**src/design/salc_pkg.sv**
```systemverilog
`timescale 1ns / 1ps
// ----------------------------------------------------------------------------
// salc_pkg
// Shared types and codes of the set-associative LRU cache tag store.
// ----------------------------------------------------------------------------
package salc_pkg;

    // Access kinds on the input tuser field.
    localparam logic [1:0] FUNC_MODIFY = 2'd2;
    localparam logic [1:0] FUNC_NONE   = 2'd3;

    // Configuration register indexes.
    localparam logic [1:0] CFG_SET_BITS = 2'd0;
    localparam logic [1:0] CFG_OFFSET   = 2'd1;
    localparam logic [1:0] CFG_WAYS     = 2'd2;

    localparam int CFG_INDEX_W = 2;
    localparam int CFG_DATA_W  = 6;
    localparam int FUNC_W      = 2;
    localparam int ADDR_W      = 64;
    localparam int TOTAL_W     = 32;
    localparam int OUT_DATA_W  = 104;
    // Wide enough to hold a way count up to the largest supported way number.
    localparam int WAYS_CNT_W  = 5;

    typedef enum logic [1:0] {
        ST_CLEAR,
        ST_IDLE,
        ST_EVAL
    } ctrl_state_t;

    typedef struct packed {
        logic clear_we;
        logic accept;
        logic commit;
    } ctrl_cmd_t;

    typedef struct packed {
        logic clear_last;
    } dp_status_t;

endpackage

```
**src/design/salc_ctrl.sv**
```systemverilog
`timescale 1ns / 1ps
// ----------------------------------------------------------------------------
// salc_ctrl
// Controller: sequences the clearing pass, item accept, evaluation and the
// output register handshake.
// ----------------------------------------------------------------------------
module salc_ctrl import salc_pkg::*; (
    input  logic       aclk,
    input  logic       aresetn,
    input  logic       s_tvalid,
    output logic       s_tready,
    output logic       m_tvalid,
    input  logic       m_tready,
    input  dp_status_t status,
    output ctrl_cmd_t  cmd
);

    ctrl_state_t state_reg, state_next;
    logic        out_valid_reg, out_valid_next;
    logic        out_free;

    assign out_free = !out_valid_reg || m_tready;

    always_ff @(posedge aclk) begin
        if (!aresetn) begin
            state_reg     <= ST_CLEAR;
            out_valid_reg <= 1'b0;
        end else begin
            state_reg     <= state_next;
            out_valid_reg <= out_valid_next;
        end
    end

    always_comb begin
        state_next = state_reg;
        unique case (state_reg)
            ST_CLEAR: begin
                if (status.clear_last) state_next = ST_IDLE;
            end
            ST_IDLE: begin
                if (s_tvalid) state_next = ST_EVAL;
            end
            ST_EVAL: begin
                if (out_free) state_next = ST_IDLE;
            end
            default: begin
                state_next = ST_CLEAR;
            end
        endcase
    end

    always_comb begin
        cmd.clear_we = (state_reg == ST_CLEAR);
        cmd.accept   = (state_reg == ST_IDLE) && s_tvalid;
        cmd.commit   = (state_reg == ST_EVAL) && out_free;
        s_tready     = (state_reg == ST_IDLE);
        m_tvalid     = out_valid_reg;
        if (cmd.commit) begin
            out_valid_next = 1'b1;
        end else if (m_tready) begin
            out_valid_next = 1'b0;
        end else begin
            out_valid_next = out_valid_reg;
        end
    end

    // An accepted beat is always evaluated in the following cycle.
    assert property (@(posedge aclk) disable iff (!aresetn)
        (s_tvalid && s_tready) |=> (state_reg == ST_EVAL))
        else $error("accepted beat not followed by evaluation");

    // A new result only appears after a commit, which also writes the set back for an access.
    assert property (@(posedge aclk) disable iff (!aresetn)
        $rose(m_tvalid) |-> $past(cmd.commit))
        else $error("result raised without a commit");

    // Evaluation waits while the output register is still occupied.
    assert property (@(posedge aclk) disable iff (!aresetn)
        (state_reg == ST_EVAL && !cmd.commit) |=> (state_reg == ST_EVAL))
        else $error("evaluation left without a commit");

    // No input is taken during the clearing pass.
    assert property (@(posedge aclk) disable iff (!aresetn)
        (state_reg == ST_CLEAR) |-> (!cmd.accept && !cmd.commit))
        else $error("item activity during clearing pass");

endmodule

```
**config.mk**
```make
export PLATFORM = sky130hd
export DESIGN_NAME = salc_ctrl
export DESIGN_NICKNAME = d
export VERILOG_FILES = /design/src/design/salc_pkg.sv /design/src/design/salc_ctrl.sv
export SDC_FILE = /design/constraint.sdc
export NUM_CORES = 1
export LEC_CHECK = 0
export BUFFER_PORTS_ARGS = -buffer_cell sky130_fd_sc_hd__buf_2
export CORE_AREA = 2 2 39 41
export DETAILED_ROUTE_END_ITERATION = 10
export DIE_AREA = 0 0 41 43
export RECOVER_POWER = 100
export SKIP_LAST_GASP = 1
export SLEW_MARGIN = 0
export SYNTH_ARGS = -nofsm -noshare
export SYNTH_HDL_FRONTEND = slang
export SYNTH_SLANG_ARGS = --single-unit
```
**constraint.sdc**
```tcl
create_clock -name aclk -period 1.2 [get_ports aclk]
set_clock_uncertainty 0.15 [all_clocks]
set_input_delay 0.3 -clock aclk [delete_from_list [all_inputs] [get_ports aclk]]
set_output_delay 0.3 -clock aclk [all_outputs]
set_load 0.1 [all_outputs]
```
==> results of run 1 <==
power groups by stage:
stage / Clock (W) / Sequential, W / Combinational [W]
6_report: 0.000184 / 0.000111 / 0.000209
4_1_cts: 0.000192 / 0.000111 / 0.000205
5_1_grt: 0.000195 / 0.000112 / 0.000217
3_3_place_gp: 0 / 0.000116 / 0.000188
2_1_floorplan: 0 / 0.000123 / 0.000113
3_5_place_dp: 0 / 0.000116 / 0.000189
synthesized netlist by cell type:
cell type / count / share of area
nor2b_1: 1 / 0.036
buf_4: 1 / 0.043
inv_1: 1 / 0.022
dfxtp_1: 3 / 0.35
o41ai_2: 1 / 0.094
and2b_1: 1 / 0.043
a21oi_1: 1 / 0.029
nand4bb_1: 1 / 0.065
o21a_1: 1 / 0.043
and3b_1: 1 / 0.050
nor4bb_1: 1 / 0.058
nand2b_1: 2 / 0.072
nor2_1: 2 / 0.043
and3b_2: 1 / 0.058
final cells by class:
type                            count  area [um2]  share of cell area
Multi-Input combinational cell     13         145               0.328
Clock buffer                        4        26.3              0.0593
Tap cell                           16        20.0              0.0452
Inverter                            1        3.75             0.00847
Sequential cell                     3        71.3               0.161
Timing Repair Buffer               16         176               0.398
worst min-delay path by stage:
| stage | from | endpoint | slack [ns] |
|---|---|---|---|
| 4_1_cts | aresetn | state_reg[1] | 0.14 |
| 3_3_place_gp | state_reg[0] | state_reg[0] | 0.36 |
| 6_report | aresetn | state_reg[1] | 0.15 |
| 2_1_floorplan | aresetn | state_reg[1] | 0.27 |
| 3_5_place_dp | state_reg[0] | state_reg[0] | 0.36 |
| 5_1_grt | aresetn | state_reg[1] | 0.17 |
cells by family (layout without fill, tap and decap cells):
group	after synthesis	count (layout)	share of synthesized area
AO/OA/AOI/OAI	3	3	0.165
AND/OR/NAND/NOR	10	10	0.425
flip-flops	3	3	0.345
buffers and inverters	2	21	0.0647
cell usage in the layout, fill, tap and decap left out:
cell       n
o21a_1     1
clkbuf_4   3
nand2b_1   1
o41ai_2    1
nor2b_4    1
inv_1      1
nand2b_4   1
nor2_1     1
nand4bb_1  1
and3b_1    1
and2b_4    1
buf_4      6
nor2_4     1
a21oi_1    1
dfxtp_4    3
buf_2      4
clkbuf_1   1
buf_6      1
buf_12     5
and3b_4    1
nor4bb_4   1
metal layers:
layer | up-vias | part of all wire
met5 | - | 0
met2 | 12 | 0.48
li1 | 103 | -
met4 | 0 | 0.034
met3 | 2 | 0.059
met1 | 91 | 0.42
timing repair:
action / CTS / global route
resized for setup: 4 / 2
buffers inserted: 4 / 0
pin swaps: 0 / 1
setup endpoints to repair: 5 / 7
worst max-delay path, delay by kind of cell, from the launching register on:
family                 cells  cell delay, ns
DFF                        1            0.36
buffers and inverters      1            0.17
and+or+nand+nor            1            0.31
metrics by stage:
| step | setup TNS, ns | utilization |
|---|---|---|
| finish | -1.31 | 0.320 |
| detailed placement | -0.221 | 0.257 |
| CTS | -1.35 | 0.309 |
| global route | -1.48 | 0.320 |
| floorplan | -0.411 | - |
| global placement | -0.211 | 0.257 |
==> results.py, run 1 <==
metrics = {
    "run_status": {
        "status": "complete, but fails checks",
        "violations": "negative setup slack",
    },
    "cts": {
        "tritoncts": "yes",
        "cts-root-buf": "clkbuf_4",
        "cts_max_path_buffers": 2,
        "clk-insertion-delay-late_ns": 0.24,
        "numCtsBuffers": 3,
        "clk_pin_slew_ns": 0.04,
        "cts_sinks": 3,
        "cts-htree-levels": 1,
        "cts_hold_buf": 0,
    },
    "logic_synthesis": {
        "ys_seq_area_frac": 0.345,
        "netlist_area_um2": 174,
        "synth_cell_types": 14,
        "yosys_register_bits": 3,
        "avgSynthCellArea_um2": 9.66,
        "syn-num-nets": 23,
        "synthCells": 18,
        "yosys_warnings": 0,
    },
    "power": {
        "p_total_w": 0.000504,
        "p_comb_frac": 0.414,
        "pwr-share-seq": 0.220,
        "p_sw_w": 0.000186,
        "p_leak_nw": 0.200,
        "switching_share": 0.369,
        "internal_power_w": 0.000318,
        "power_frac_clock": 0.366,
        "p_per_area_nw_per_um2": 1140,
        "ir_worst_vdd_uv": 455,
    },
    "global_route": {
        "gr-usage-all-layers": 0.0813,
        "gr-usage-met1": 0.103,
        "grt_overflow_total": 0,
        "antenna_found_initial": 0,
        "grt_start_max_net_pins": 7,
        "grt_pass1_vias": 212,
        "grt_pass1_wl_um": 890,
        "met2_usage": 0.0969,
        "use_met3": 0.0314,
        "grt.busiest_layer": "met1",
    },
    "finish": {
        "syn_to_final_growth_pct": 155,
        "layout.nets": 43,
        "final_layout_size_suffix_gt1_frac": 0.784,
        "largest_reg_flops": 2,
        "fillers": 148,
        "antennaDiodeCount": 0,
        "final_cells": 53,
        "stdcell_area_um2": 443,
    },
    "die": {
        "initial_core_util": 0.126,
        "fp.dieArea_um2": 1760,
        "core-area_um2": 1380,
        "io-pin-count": 10,
        "dieWidth_um": 41,
        "num_rows": 14,
        "die_h_um": 43,
    },
    "setup_path": {
        "critPathLaunch": "state_reg[1]",
        "cp.required_ns": 0.75,
        "ff2ff_path_depth": 4,
        "critical-path-slowest-cell": "dfxtp_4",
        "critical-path-max-stage-delay_ns": 0.36,
        "critPathMaxFanout": 6,
        "endpoint": "cmd[1]",
        "r2r-start": "m_tvalid",
        "critPathLaunchType": "flop",
        "rrSetupSlack_ns": -0.05,
        "path_cells": "and3b_4 -> buf_12",
        "worstSetupPathType": "flop to primary output",
        "arrival_ns": 1.09,
        "r2r-end": "state_reg[0]",
        "crit_path_end_kind": "primary output",
    },
    "detailed_routing": {
        "vias": 208,
        "wl_um": 526,
        "wire_per_inst_um": 9.92,
        "ant_nets": 0,
        "drt_iter0_markers": 0,
        "via_per_inst": 3.92,
        "drc_errors": 0,
        "dr.pass1.iters": 1,
    },
    "worst_hold_path": {
        "hold_depth": 2,
        "hp-class": "input port to flop",
    },
    "sta": {
        "tightest_slew_ns": 0.209,
        "rsz0062_at_grt": "true",
        "hold_slack_ns": 0.150,
        "setup_ws_ns": -0.341,
        "report.final.slew_viol_count": 0,
        "period_minus_slack_ns": 1.54,
        "fin_crit_sh": 1.28,
        "max_freq_mhz": 649,
        "hold_violations": 0,
        "setup_viol": 6,
        "slew_headroom": 0.859,
    },
    "placed_design": {
        "post-dp-hpwl_um": 345,
        "post_dp_cell_area_um2": 355,
        "place.gp.congestion": 0.674,
        "io_buffers": 9,
        "dp_cells": 45,
        "pre_cts_ws_ns": -0.113,
    },
    "run": {
        "cap_violations": 0,
    },
}
Note: power is estimated with default switching activity, not from simulation.
==> run 2, diff against run 1 <==
- BUFFER_PORTS_ARGS: -buffer_cell sky130_fd_sc_hd__buf_2 -> -buffer_cell sky130_fd_sc_hd__buf_4
==> run 2 against run 1 <==
Net effect: the run still ends with negative setup slack left; die area stayed put; core utilization is 0.63 points higher; combinational power hardly changed; routed wire length is 0.38% higher; sequential share of layout area is 0.31 points lower; clock power is 7% lower; critical path type unchanged.
==> results.py, run 2 (same netlist as run 1, synthesis figures left out) <==
metrics = {
    "run_status": {
        "status": "complete, but fails checks",
        "violations": "negative setup slack",
    },
    "detailed_routing": {
        "via_per_inst": 3.85,
        "dr.pass1.iters": 1,
        "wire_per_inst_um": 9.78,
        "wl_um": 528,
        "vias": 208,
        "ant_nets": 0,
        "drt_iter0_markers": 0,
        "drc_errors": 0,
    },
    "placed_design": {
        "post-dp-hpwl_um": 377,
        "io_buffers": 9,
        "place.gp.congestion": 0.658,
        "post_dp_cell_area_um2": 325,
        "dp_cells": 48,
    },
    "sta": {
        "report.final.slew_viol_count": 0,
        "rsz0062_at_grt": "true",
        "tns_ns": -1.32,
        "hold_violations": 0,
        "slew_headroom": 0.849,
        "max_freq_mhz": 657,
        "fin_crit_sh": 1.27,
        "setup_ws_ns": -0.323,
        "setup_viol": 6,
        "tightest_slew_ns": 0.223,
        "period_minus_slack_ns": 1.52,
    },
    "power": {
        "p_total_w": 0.000494,
        "ir_worst_vdd_uv": 805,
        "p_per_area_nw_per_um2": 1090,
        "p_leak_nw": 0.204,
    },
    "die": {
        "dieWidth_um": 41,
        "initial_core_util": 0.126,
        "fp.dieArea_um2": 1760,
        "die_h_um": 43,
        "io-pin-count": 10,
        "core-area_um2": 1380,
        "num_rows": 14,
    },
    "finish": {
        "final_cell_mix": "buf_4 (11), buf_12 (5), clkbuf_4 (3), dfxtp_4 (3)",
        "largest_reg_flops": 2,
        "antennaDiodeCount": 0,
        "layout.nets": 44,
        "multi_input_area_um2": 136,
        "stdcell_area_um2": 452,
        "syn_to_final_growth_pct": 160,
        "regArea_um2": 71.3,
        "final_cells": 54,
        "fillers": 148,
        "layout_commonest_cell": "buf_4",
        "final_layout_size_suffix_gt1_frac": 0.789,
    },
    "global_route": {
        "grt_overflow_total": 0,
        "grt_pass1_vias": 220,
        "grt_start_max_net_pins": 6,
        "antenna_found_initial": 0,
        "gr-usage-all-layers": 0.0782,
        "grt_pass1_wl_um": 869,
    },
    "setup_path": {
        "critPathLaunchType": "flop",
        "critical-path-slowest-cell": "dfxtp_4",
        "path_cells": "and3b_4 -> buf_12",
        "critPathMaxFanout": 5,
        "worstSetupPathType": "flop to primary output",
        "critical-path-max-stage-delay_ns": 0.36,
        "cp_num_buf_inv": 1,
        "arrival_ns": 1.07,
        "crit_family": "flip-flops",
        "crit_path_end_kind": "primary output",
        "cp.required_ns": 0.75,
    },
    "cts": {
        "clk-insertion-delay-late_ns": 0.23,
        "cts-root-buf": "clkbuf_4",
        "cts_sinks": 3,
        "clk_pin_slew_ns": 0.03,
        "cts-htree-levels": 1,
        "numCtsBuffers": 3,
        "tritoncts": "yes",
        "cts_max_path_buffers": 2,
    },
    "worst_hold_path": {
        "hp-class": "input port to flop",
    },
    "run": {
        "cap_violations": 0,
    },
}
-- run 2: changes by cell type in the layout (fill, tap and decap cells not counted), sizes merged --
cell  change
buf       +1
-- run 2: repair_timing --
action,4_1_cts,5_1_grt
hold buffers,0,0
gates cloned,0,0
gates resized for setup,19,1
setup buffers,2,0
pin swaps,0,1
endpoints found under the setup margin,5,7
-- run 2: worst paths after layout --
check | from | to | slack, ns | cells past startpoint
setup reg to reg | state_reg[1] | state_reg[0] | -0.11 | 4
hold reg to reg | m_tvalid | m_tvalid | 0.37 | 2
hold / removal | aresetn | state_reg[1] | 0.14 | 2
setup / recovery | state_reg[1] | cmd[1] | -0.32 | 2
-- run 2: through the flow --
stage	hold WS, ns	worst slack (ns)	util
2_1_floorplan	0.268	-0.176	-
3_3_place_gp	0.357	-0.171	0.235
3_5_place_dp	0.358	-0.174	0.235
4_1_cts	0.136	-0.332	0.322
5_1_grt	0.156	-0.359	0.326
6_report	0.141	-0.323	0.326
-- run 2: layer usage --
| layer | track usage | vias to the layer above | wire (um) | part of all wire |
|---|---|---|---|---|
| met1 | 0.0929 | 90 | 225 | 0.43 |
| met4 | 0.0200 | 0 | 0 | 0 |
| met2 | 0.106 | 12 | 247 | 0.47 |
| met3 | 0.0628 | 0 | 54 | 0.10 |
| met5 | 0 | - | 0 | 0 |
| li1 | - | 106 | - | - |
-- run 2: final cells by class --
cell class | count | share of cell area
Timing Repair Buffer | 17 | 0.429
Multi-Input combinational cell | 13 | 0.302
Sequential cell | 3 | 0.158
Clock buffer | 4 | 0.0582
Tap cell | 16 | 0.0443
Inverter | 1 | 0.00831
-- run 2: report_power, final --
part,switching [W],leakage [nW],internal (W)
registers,0.00000835,0.0267,0.000104
clock network,0.0000471,0.0150,0.000124
logic,0.000118,0.163,0.0000926
==> run 3, diff against run 2 <==
- REMOVE_ABC_BUFFERS: not set -> 1
==> run 3 against run 2 <==
Net effect: maximum frequency increased by 2.3%; critical endpoint is now cmd[0]; combinational power down 8%; core utilization shrank 2.7 points; via count decreased by 8.2%; the run still ends with negative setup slack left; first-iteration DRC count did not move; register-to-register slack improved by 0.19 ns.
==> results.py, run 3 (same netlist as run 1, synthesis figures left out) <==
metrics = {
    "run_status": {
        "status": "complete, but fails checks",
        "violations": "negative setup slack",
    },
    "global_route": {
        "grt_pass1_vias": 190,
        "gr-usage-all-layers": 0.0602,
        "grt_start_max_net_pins": 8,
        "grt_pass1_wl_um": 655,
        "grt_overflow_total": 0,
        "antenna_found_initial": 0,
    },
    "setup_path": {
        "cp_num_buf_inv": 1,
        "crit_path_end_kind": "primary output",
        "critPathMaxFanout": 6,
        "r2r-start": "m_tvalid",
        "arrival_ns": 1.04,
        "worstSetupPathType": "flop to primary output",
        "critical-path-slowest-cell": "dfxtp_4",
        "critical-path-max-stage-delay_ns": 0.36,
        "crit_family": "flip-flops",
        "path_cells": "nand2b_4 -> nor2b_4 -> buf_12",
        "critPathLaunchType": "flop",
        "cp.required_ns": 0.75,
        "critPathLaunch": "state_reg[0]",
    },
    "power": {
        "power_frac_clock": 0.363,
        "p_leak_nw": 0.189,
        "p_sw_w": 0.000173,
        "switching_share": 0.357,
        "ir_worst_vdd_uv": 314,
        "p_per_area_nw_per_um2": 1170,
        "pwr-share-seq": 0.236,
        "internal_power_w": 0.000311,
        "p_comb_frac": 0.401,
    },
    "cts": {
        "cts-root-buf": "clkbuf_4",
        "tritoncts": "yes",
        "cts-htree-levels": 1,
        "numCtsBuffers": 3,
        "clk_pin_slew_ns": 0.04,
        "clk-insertion-delay-late_ns": 0.23,
        "cts_max_path_buffers": 2,
        "cts_sinks": 3,
    },
    "detailed_routing": {
        "vias": 191,
        "ant_nets": 0,
        "drc_errors": 0,
        "wire_per_inst_um": 8.84,
        "dr.pass1.iters": 1,
        "via_per_inst": 3.75,
        "wl_um": 451,
        "drt_iter0_markers": 0,
    },
    "sta": {
        "slew_headroom": 0.843,
        "max_freq_mhz": 671,
        "hold_violations": 0,
        "tightest_slew_ns": 0.233,
        "period_minus_slack_ns": 1.49,
        "hold_slack_ns": 0.144,
        "fin_crit_sh": 1.24,
        "setup_viol": 5,
        "setup_ws_ns": -0.290,
        "rsz0062_at_grt": "true",
        "report.final.slew_viol_count": 0,
    },
    "finish": {
        "antennaDiodeCount": 0,
        "final_cell_mix": "buf_4 (8), buf_12 (5), clkbuf_4 (3)",
        "layout_commonest_cell": "buf_4",
        "largest_reg_flops": 2,
        "final_layout_size_suffix_gt1_frac": 0.686,
        "final_cells": 51,
        "syn_to_final_growth_pct": 138,
        "layout.nets": 41,
    },
    "placed_design": {
        "dp_cells": 46,
        "io_buffers": 9,
        "place.gp.congestion": 0.602,
        "post-dp-hpwl_um": 312,
    },
    "die": {
        "die_h_um": 43,
        "fp.dieArea_um2": 1760,
        "dieWidth_um": 41,
        "num_rows": 14,
        "io-pin-count": 10,
        "initial_core_util": 0.126,
        "core-area_um2": 1380,
    },
    "worst_hold_path": {
        "hp-start": "aresetn",
        "hp-class": "input port to flop",
    },
    "run": {
        "cap_violations": 0,
    },
}
[run 3: metal layers]
metal | global-route usage | wire (um) | vias to the layer above
li1 | - | - | 97
met1 | 0.0353 | 157 | 89
met2 | 0.106 | 267 | 5
met3 | 0.0314 | 26 | 0
met4 | 0.0600 | 0 | 0
met5 | 0 | 0 | -
[run 3: repair_timing]
action / in CTS / in global routing
pin swaps: 0 / 0
hold buffers: 0 / 0
setup endpoints to repair: 5 / 5
resized for setup: 25 / 1
buffers inserted: 0 / 1
[run 3: final timing paths]
| path | end | cells past startpoint | slack, ns |
|---|---|---|---|
| max reg2reg | state_reg[0] | 3 | 0.08 |
| max | cmd[0] | 3 | -0.29 |
| min | state_reg[1] | 2 | 0.14 |
| min reg2reg | m_tvalid | 2 | 0.38 |
[run 3: power groups by stage]
stage	registers (W)	logic, W	clock network (W)
global route	0.000115	0.000200	0.000189
floorplan	0.000120	0.0000993	0
detailed placement	0.000115	0.000145	0
CTS	0.000114	0.000186	0.000187
global placement	0.000115	0.000145	0
finish	0.000114	0.000194	0.000176
[run 3: metrics by stage]
| stage | worst slack, ns | cell area [um2] | power [W] | TNS (ns) | utilization |
|---|---|---|---|---|---|
| after floorplan | -1.48 | 166 | 0.000220 | -4.13 | - |
| after global placement | -0.171 | 284 | 0.000259 | -0.506 | 0.205 |
| after detailed placement | -0.173 | 284 | 0.000260 | -0.524 | 0.205 |
| after CTS | -0.306 | 403 | 0.000487 | -1.25 | 0.291 |
| after global routing | -0.315 | 414 | 0.000504 | -1.29 | 0.299 |
| final | -0.290 | 414 | 0.000484 | -1.17 | 0.299 |
[run 3: area by class of cell]
class                      instances  area, um2
clock buffer                       4       26.3
multi-input combinational         13        125
fill                             155        970
sequential                         3       67.6
timing repair buffer              14        171
tap                               16       20.0
inverter                           1       3.75
